--- src/design/ps2mc_pkg.sv ---
// ----------------------------------------------------------------------------
// ps2mc_pkg
// Types and constants for the PS/2 mouse packet decoder with clamped cursor.
// ----------------------------------------------------------------------------
package ps2mc_pkg;

  localparam int unsigned CoordW   = 12;
  localparam int unsigned ByteW    = 8;
  localparam int unsigned DxW      = 9;
  localparam int unsigned DyW      = 10;
  localparam int unsigned SumW     = 14;
  localparam int unsigned InDataW  = 16;
  localparam int unsigned OutDataW = 48;
  localparam int unsigned CfgIdxW  = 1;

  localparam logic [ByteW-1:0]  StatusUseMask = 8'h21;
  localparam int unsigned       SyncBit       = 3;
  localparam int unsigned       XSignBit      = 4;
  localparam int unsigned       YSignBit      = 5;
  localparam int unsigned       BtnLeftBit    = 0;
  localparam int unsigned       BtnRightBit   = 1;
  localparam int unsigned       BtnMiddleBit  = 2;

  localparam logic [CoordW-1:0] MaxXReset = 12'd1024;
  localparam logic [CoordW-1:0] MaxYReset = 12'd768;
  localparam logic [CoordW-1:0] PosXReset = 12'd400;
  localparam logic [CoordW-1:0] PosYReset = 12'd300;

  localparam logic [CfgIdxW-1:0] CfgMaxX = 1'd0;
  localparam logic [CfgIdxW-1:0] CfgMaxY = 1'd1;

  typedef enum logic [1:0] {
    PH_HDR = 2'd0,
    PH_X   = 2'd1,
    PH_Y   = 2'd2
  } phase_e;

endpackage

--- src/design/ps2_mouse_packet_cursor.sv ---
// ----------------------------------------------------------------------------
// ps2_mouse_packet_cursor
// Assembles three-byte PS/2 mouse packets and tracks a clamped cursor.
// ----------------------------------------------------------------------------
// Slave stream: one transaction per controller status / data byte pair.
// Bytes with neither status bit 0 nor bit 5 set are dropped. A packet starts
// only on a byte with bit 3 set. Each completed packet yields one master
// transaction with the clamped cursor, the sign-extended deltas (Y negated,
// screen-down positive) and the three button bits.
// Path: the byte sits in the input register after its accepting edge, and the
// result register loads from it once no held result blocks it, so a packet's
// result follows its third byte through the input and result registers.
// Throughput: one input per cycle unless stalled; one result per packet.
// Stall: a result held by master tready stays put; one more input waits in
// the input register, then slave tready drops.
// Config: cfg_we_i writes max_x (index 0) or max_y (index 1), low 12 bits;
// write only while idle.
// Reset: limits 1024 / 768, cursor 400 / 300, packet phase at the header,
// both registers empty.
// ----------------------------------------------------------------------------
module ps2_mouse_packet_cursor (
  input  logic                               clk_i,
  input  logic                               rst_ni,
  input  logic                               cfg_we_i,
  input  logic [ps2mc_pkg::CfgIdxW-1:0]      cfg_idx_i,
  input  logic [ps2mc_pkg::CoordW-1:0]       cfg_data_i,
  input  logic                               s_axis_tvalid,
  output logic                               s_axis_tready,
  // [7:0] ctrl_status, [15:8] rx_byte
  input  logic [ps2mc_pkg::InDataW-1:0]      s_axis_tdata,
  output logic                               m_axis_tvalid,
  input  logic                               m_axis_tready,
  // [11:0] cursor_x, [23:12] cursor_y, [32:24] delta_x, [42:33] delta_y,
  // [43] btn_left, [44] btn_right, [45] btn_middle, [47:46] zero
  output logic [ps2mc_pkg::OutDataW-1:0]     m_axis_tdata
);

  localparam int unsigned CW = ps2mc_pkg::CoordW;
  localparam int unsigned BW = ps2mc_pkg::ByteW;

  logic [CW-1:0] max_x_q, max_y_q;
  logic [CW-1:0] pos_x_q, pos_x_d, pos_y_q, pos_y_d;
  logic [BW-1:0] hdr_q, hdr_d, xb_q, xb_d;
  ps2mc_pkg::phase_e phase_q, phase_d;

  logic                            in_valid_q;
  logic [ps2mc_pkg::InDataW-1:0]   in_data_q;
  logic                            out_valid_q, out_valid_d;
  logic [ps2mc_pkg::OutDataW-1:0]  out_data_q, out_data_d;

  logic          adv;
  logic [BW-1:0] st, rx;
  logic          used;
  logic [ps2mc_pkg::DxW-1:0]  dx;
  logic [ps2mc_pkg::DyW-1:0]  dy;
  logic [ps2mc_pkg::SumW-1:0] sum_x, sum_y;
  logic [CW-1:0] new_x, new_y;

  assign adv           = !out_valid_q || m_axis_tready;
  assign s_axis_tready = !in_valid_q || adv;
  assign m_axis_tvalid = out_valid_q;
  assign m_axis_tdata  = out_data_q;

  assign st   = in_data_q[BW-1:0];
  assign rx   = in_data_q[2*BW-1:BW];
  assign used = in_valid_q && ((st & ps2mc_pkg::StatusUseMask) != '0);

  assign dx = {hdr_q[ps2mc_pkg::XSignBit], xb_q};
  assign dy = ps2mc_pkg::DyW'(-$signed({hdr_q[ps2mc_pkg::YSignBit],
                                        hdr_q[ps2mc_pkg::YSignBit], rx}));

  assign sum_x = {2'b00, pos_x_q} + {{(ps2mc_pkg::SumW-ps2mc_pkg::DxW){dx[ps2mc_pkg::DxW-1]}}, dx};
  assign sum_y = {2'b00, pos_y_q} + {{(ps2mc_pkg::SumW-ps2mc_pkg::DyW){dy[ps2mc_pkg::DyW-1]}}, dy};

  always_comb begin
    if (sum_x[ps2mc_pkg::SumW-1]) begin
      new_x = '0;
    end else if (sum_x[ps2mc_pkg::SumW-2:0] > {1'b0, max_x_q}) begin
      new_x = max_x_q;
    end else begin
      new_x = sum_x[CW-1:0];
    end
    if (sum_y[ps2mc_pkg::SumW-1]) begin
      new_y = '0;
    end else if (sum_y[ps2mc_pkg::SumW-2:0] > {1'b0, max_y_q}) begin
      new_y = max_y_q;
    end else begin
      new_y = sum_y[CW-1:0];
    end
  end

  always_comb begin
    phase_d     = phase_q;
    hdr_d       = hdr_q;
    xb_d        = xb_q;
    pos_x_d     = pos_x_q;
    pos_y_d     = pos_y_q;
    out_valid_d = out_valid_q && !m_axis_tready;
    out_data_d  = out_data_q;
    if (adv && used) begin
      unique case (phase_q)
        ps2mc_pkg::PH_X: begin
          xb_d    = rx;
          phase_d = ps2mc_pkg::PH_Y;
        end
        ps2mc_pkg::PH_Y: begin
          pos_x_d     = new_x;
          pos_y_d     = new_y;
          phase_d     = ps2mc_pkg::PH_HDR;
          out_valid_d = 1'b1;
          out_data_d  = {2'b00,
                         hdr_q[ps2mc_pkg::BtnMiddleBit],
                         hdr_q[ps2mc_pkg::BtnRightBit],
                         hdr_q[ps2mc_pkg::BtnLeftBit],
                         dy, dx, new_y, new_x};
        end
        default: begin
          phase_d = ps2mc_pkg::PH_HDR;
          if (rx[ps2mc_pkg::SyncBit]) begin
            hdr_d   = rx;
            phase_d = ps2mc_pkg::PH_X;
          end
        end
      endcase
    end
  end

  always_ff @(posedge clk_i or negedge rst_ni) begin
    if (!rst_ni) begin
      max_x_q     <= ps2mc_pkg::MaxXReset;
      max_y_q     <= ps2mc_pkg::MaxYReset;
      pos_x_q     <= ps2mc_pkg::PosXReset;
      pos_y_q     <= ps2mc_pkg::PosYReset;
      hdr_q       <= '0;
      xb_q        <= '0;
      phase_q     <= ps2mc_pkg::PH_HDR;
      in_valid_q  <= 1'b0;
      out_valid_q <= 1'b0;
    end else begin
      if (cfg_we_i) begin
        unique case (cfg_idx_i)
          ps2mc_pkg::CfgMaxX: max_x_q <= cfg_data_i;
          ps2mc_pkg::CfgMaxY: max_y_q <= cfg_data_i;
          default: ;
        endcase
      end
      pos_x_q     <= pos_x_d;
      pos_y_q     <= pos_y_d;
      hdr_q       <= hdr_d;
      xb_q        <= xb_d;
      phase_q     <= phase_d;
      out_valid_q <= out_valid_d;
      if (s_axis_tready) begin
        in_valid_q <= s_axis_tvalid;
      end
    end
  end

  always_ff @(posedge clk_i) begin
    out_data_q <= out_data_d;
    if (s_axis_tready && s_axis_tvalid) begin
      in_data_q <= s_axis_tdata;
    end
  end

`ifndef ASSERT_OFF
  a_out_hold: assert property (@(posedge clk_i) disable iff (!rst_ni)
    m_axis_tvalid && !m_axis_tready |=> m_axis_tvalid && $stable(m_axis_tdata))
    else $error("result changed while stalled");

  a_out_source: assert property (@(posedge clk_i) disable iff (!rst_ni)
    $rose(m_axis_tvalid) |-> $past(in_valid_q) && $past(phase_q) == ps2mc_pkg::PH_Y)
    else $error("result without a third packet byte");

  a_ready_stall: assert property (@(posedge clk_i) disable iff (!rst_ni)
    !s_axis_tready |-> in_valid_q && m_axis_tvalid && !m_axis_tready)
    else $error("input stalled without output backpressure");
`endif

endmodule
--- config.mk ---
export PLATFORM = sky130hd
export DESIGN_NAME = ps2_mouse_packet_cursor
export DESIGN_NICKNAME = d
export VERILOG_FILES = /design/src/design/ps2mc_pkg.sv /design/src/design/ps2_mouse_packet_cursor.sv
export SDC_FILE = /design/constraint.sdc
export NUM_CORES = 1
export LEC_CHECK = 0
export BUFFER_PORTS_ARGS = -buffer_cell sky130_fd_sc_hd__buf_4
export CORE_MARGIN = 2
export CORE_UTILIZATION = 50
export CTS_BUF_LIST = sky130_fd_sc_hd__clkbuf_8
export DETAILED_ROUTE_END_ITERATION = 16
export GPL_ROUTABILITY_DRIVEN = 0
export PLACE_DENSITY = 0.76
export SYNTH_ARGS = -nofsm -noshare
export SYNTH_HDL_FRONTEND = slang
export SYNTH_SLANG_ARGS = --single-unit
--- constraint.sdc ---
create_clock -name clk_i -period 9.6 [get_ports clk_i]
set_input_delay 0.48 -clock clk_i [delete_from_list [all_inputs] [get_ports clk_i]]
set_output_delay 0.48 -clock clk_i [all_outputs]
set_load 0.03 [all_outputs]
==> out/qor.txt <==
R2R Path End -> m_axis_tdata[21]
Max Cap Viol -> 0
CTS Hold Bufs -> 0
Worst r2r path cells -> 17
# IOs -> 84
Combinational Power Share -> 53.0%
Cts bufs inserted -> 17
Total gr overflow -> 0
Clock share of power -> 17.3%
Crit path launch type -> flop
Final setup margin -> 4.76 ns
Synth top area share -> 26.0%
Die area -> 0.0139 mm2
H-tree levels -> 4
Multi-input logic area -> 0.00289 mm2
Least-Margin Pin Slew -> 1.08 ns
Synth top area cells -> edfxtp_1 26%, dfrtp_1 21%, ha_1 11%, dfstp_2 4.1%, mux2_2 4.0%
Final #Nets -> 739
Largest buffer count on any clock path -> 2
Routed wire length -> 13600 um
CTS resizes -> 0
TNS Setup -> 0 ns
Status -> complete, no violations
Routed WL per cell -> 16.4 um
Utilization after layout -> 60.1%
Final instance count without filler cells -> 831
Die Y-Extent -> 118 um
# DRC -> 0
Fill cells -> 1062
Mean number of vias per cell -> 5.38
Unique masters post-synth -> 54
Placed Cells -> 799
Vias in the first global route -> 4634
Sequential Power Share -> 29.7%
P_leak -> 3.39 nW
Slowest Stage Delay on Critical Path -> 0.62 ns
First-pass GRT wire length -> 22500 um
Slowest cell on the critical path -> o21ai_2
Total Power -> 2.68 mW
Top FF cell, synth -> edfxtp_1
Layout Area Growth over Synthesis -> 17.2%
Initial core utilization -> 51.3%
Crit-path leading delay family -> compound AO/OA/AOI/OAI gates
Clock-pin transition on the worst setup and hold timing paths -> 0.07 ns
ANT nets after route -> 0
Synth Instances -> 565
RSZ-0062 raised after global routing -> false
EDFF count, synth -> 56
Placed instance area -> 0.00719 mm2
Crit path DAT -> 5.04 ns
1st-iter DRT viols -> 254
NetSw -> 1.13 mW
Post-synth ARST share -> 53.7%
Final setup vio count -> 0
Internal -> 1.55 mW
Largest net degree at the start of global routing -> 66
Post-synth top area cell -> edfxtp_1
Clk_skew -> 0.00913 ns
Relative slew slack -> 27.9%
Crit path buffers/inverters -> 0
Crit path top cell by count -> ha_1
Ys Warns -> 0
Post-route cell area -> 0.00758 mm2
Cell Area, Synth -> 0.00647 mm2
DRT Pass-1 Iters -> 4
Peak Freq -> 207 MHz
Crit path max fanout -> 12
# rows -> 41
Hold Slack -> 0.118 ns
Switch share -> 42.2%
Hold Violations, Final -> 0
Worst path cell trace -> nor4_1 -> nand2b_1 -> nor3b_1 -> xnor2_1 -> ha_1 -> a21oi_1 -> o211ai_1 -> a311o_1 -> nand2_1 -> xor2_1 -> ha_1 -> nand3_1 -> a31oi_1 -> a211oi_1 -> o21ai_2 -> mux2i_1 -> nor2_1
Worst Setup End Kind -> flop
Synth Register Bits -> 121
Power per cell area -> 354 mW/mm2
GRT Total Usage -> 20.8%
Reg area -> 0.00332 mm2
I/O Buffers -> 75
Post-CTS setup buffer count -> 0
Worst skew pair latency -> 0.45 ns
Launching point of the worst reg2reg path -> in_data_q[10]
Core area -> 0.0126 mm2
Flop-to-flop setup slack -> 4.76 ns
CP Data Required Time -> 9.80 ns
Max VDD drop -> 158 uV
Final Max Slew Viols -> 0
Via count -> 4468
Root buffer cell -> clkbuf_8
Hold Crit Class -> in -> async
Worst slack, placed -> 4.84 ns
Fin crit share -> 50.4%
Sequential share of the synthesized area -> 51.3%
Clock sink count -> 121
Post-DP HPWL -> 9850 um
Layout cells sized above 1 -> 24.1%
Initial antenna violation count -> 0
Die width -> 118 um
N_diodes -> 0
Synthesized area per cell -> 11.5 um2
CP Class -> reg -> reg
CTS tree -> built
Tmin final -> 4.84 ns
## synth_stat cells (2+ instances only)
| cell | count |
|---|---|
| a211oi_1 | 2 |
| a21o_1 | 8 |
| a21oi_1 | 16 |
| a21oi_2 | 2 |
| a31oi_1 | 5 |
| and3_1 | 2 |
| buf_2 | 2 |
| buf_4 | 3 |
| buf_6 | 2 |
| clkbuf_1 | 10 |
| dfrtp_1 | 55 |
| dfstp_2 | 10 |
| edfxtp_1 | 56 |
| fa_1 | 2 |
| ha_1 | 57 |
| inv_1 | 46 |
| mux2_2 | 23 |
| mux2i_1 | 24 |
| nand2_1 | 56 |
| nand2b_1 | 6 |
| nand3_1 | 6 |
| nand3b_1 | 2 |
| nand4_1 | 4 |
| nor2_1 | 41 |
| nor2b_1 | 7 |
| nor3_1 | 4 |
| nor4_1 | 2 |
| o211ai_1 | 2 |
| o21a_1 | 6 |
| o21ai_0 | 27 |
| o21ai_1 | 12 |
| o21bai_1 | 3 |
| o221ai_1 | 2 |
| o31ai_1 | 5 |
| o31ai_2 | 9 |
| or3_1 | 2 |
| xnor2_1 | 19 |
| xor2_1 | 9 |
## kinds of logic after synthesis
logic type | Yosys count | synth area share [%]
compound gates | 107 | 11.4
flops | 121 | 51.3
mux | 47 | 7.71
buf+inv | 63 | 4.10
other cells | 1 | 0.0579
xor+xnor | 29 | 4.04
fa+ha+maj | 59 | 11.6
simple gates | 138 | 9.71
## placed cells by master (no fill, tap or decap), types with 3 or more instances in the layout
cell        n
o31ai_1     5
a21oi_1    16
nor3_1      4
mux2_2     23
nand3_1     6
a31oi_1     5
a21o_1      8
xnor2_1    19
clkbuf_8   17
o31ai_2     9
ha_1       57
o21bai_1    3
nand2_1    55
nand4_1     4
nor2b_1     7
mux2i_1    24
nand2b_1    6
inv_1      49
buf_4      78
o21ai_0    27
edfxtp_1   56
dfrtp_1    55
o21a_1      6
o21ai_1    12
bufinv_16   3
dfstp_2    10
xor2_1      9
nor2_1     41
## final cells by class
cell class	count	share of cell area, %
tap	172	2.84
timing repair buffer	78	7.72
clock buffer	17	3.09
clock inverter	15	2.13
inverter	46	2.28
sequential	121	43.8
multi-input combinational	382	38.1
## how the worst max path moves through the flow
| stage | start | endpoint | depth (start not counted) |
|---|---|---|---|
| 6_report | in_data_q[10] | m_axis_tdata[21] | 17 |
| 5_1_grt | in_data_q[10] | m_axis_tdata[20] | 18 |
| 4_1_cts | in_data_q[10] | m_axis_tdata[21] | 17 |
| 3_5_place_dp | in_data_q[10] | m_axis_tdata[21] | 18 |
| 3_3_place_gp | in_data_q[10] | m_axis_tdata[21] | 17 |
| 2_1_floorplan | in_data_q[10] | m_axis_tdata[13] | 18 |
## metal layers
layer | vias up | track usage [%] | part of all wire (%)
met2 | 129 | 34.2 | 48
met3 | 29 | 5.28 | 5.2
met1 | 2155 | 26.0 | 44
li1 | 2155 | - | -
met4 | 0 | 9.19 | 3.1
met5 | - | 0 | 0
## state kept, by name, indices dropped and copies added, names as in the netlist
register	count
m_axis_tdata	46
max_y_q	12
hdr_q	5
in_data_q	10
m_axis_tvalid	1
pos_y_q	12
phase_q	2
in_valid_q	1
xb_q	8
max_x_q	12
pos_x_q	12
## power by group through the flow
stage	Clock (mW)	Sequential, mW	Combinational (mW)
4_1_cts	0.473	0.798	1.42
6_report	0.465	0.798	1.42
2_1_floorplan	0	0.825	1.07
5_1_grt	0.498	0.814	1.58
3_5_place_dp	0	0.807	1.41
3_3_place_gp	0	0.802	1.34
No activity file was read; power rests on OpenSTA's default activity.
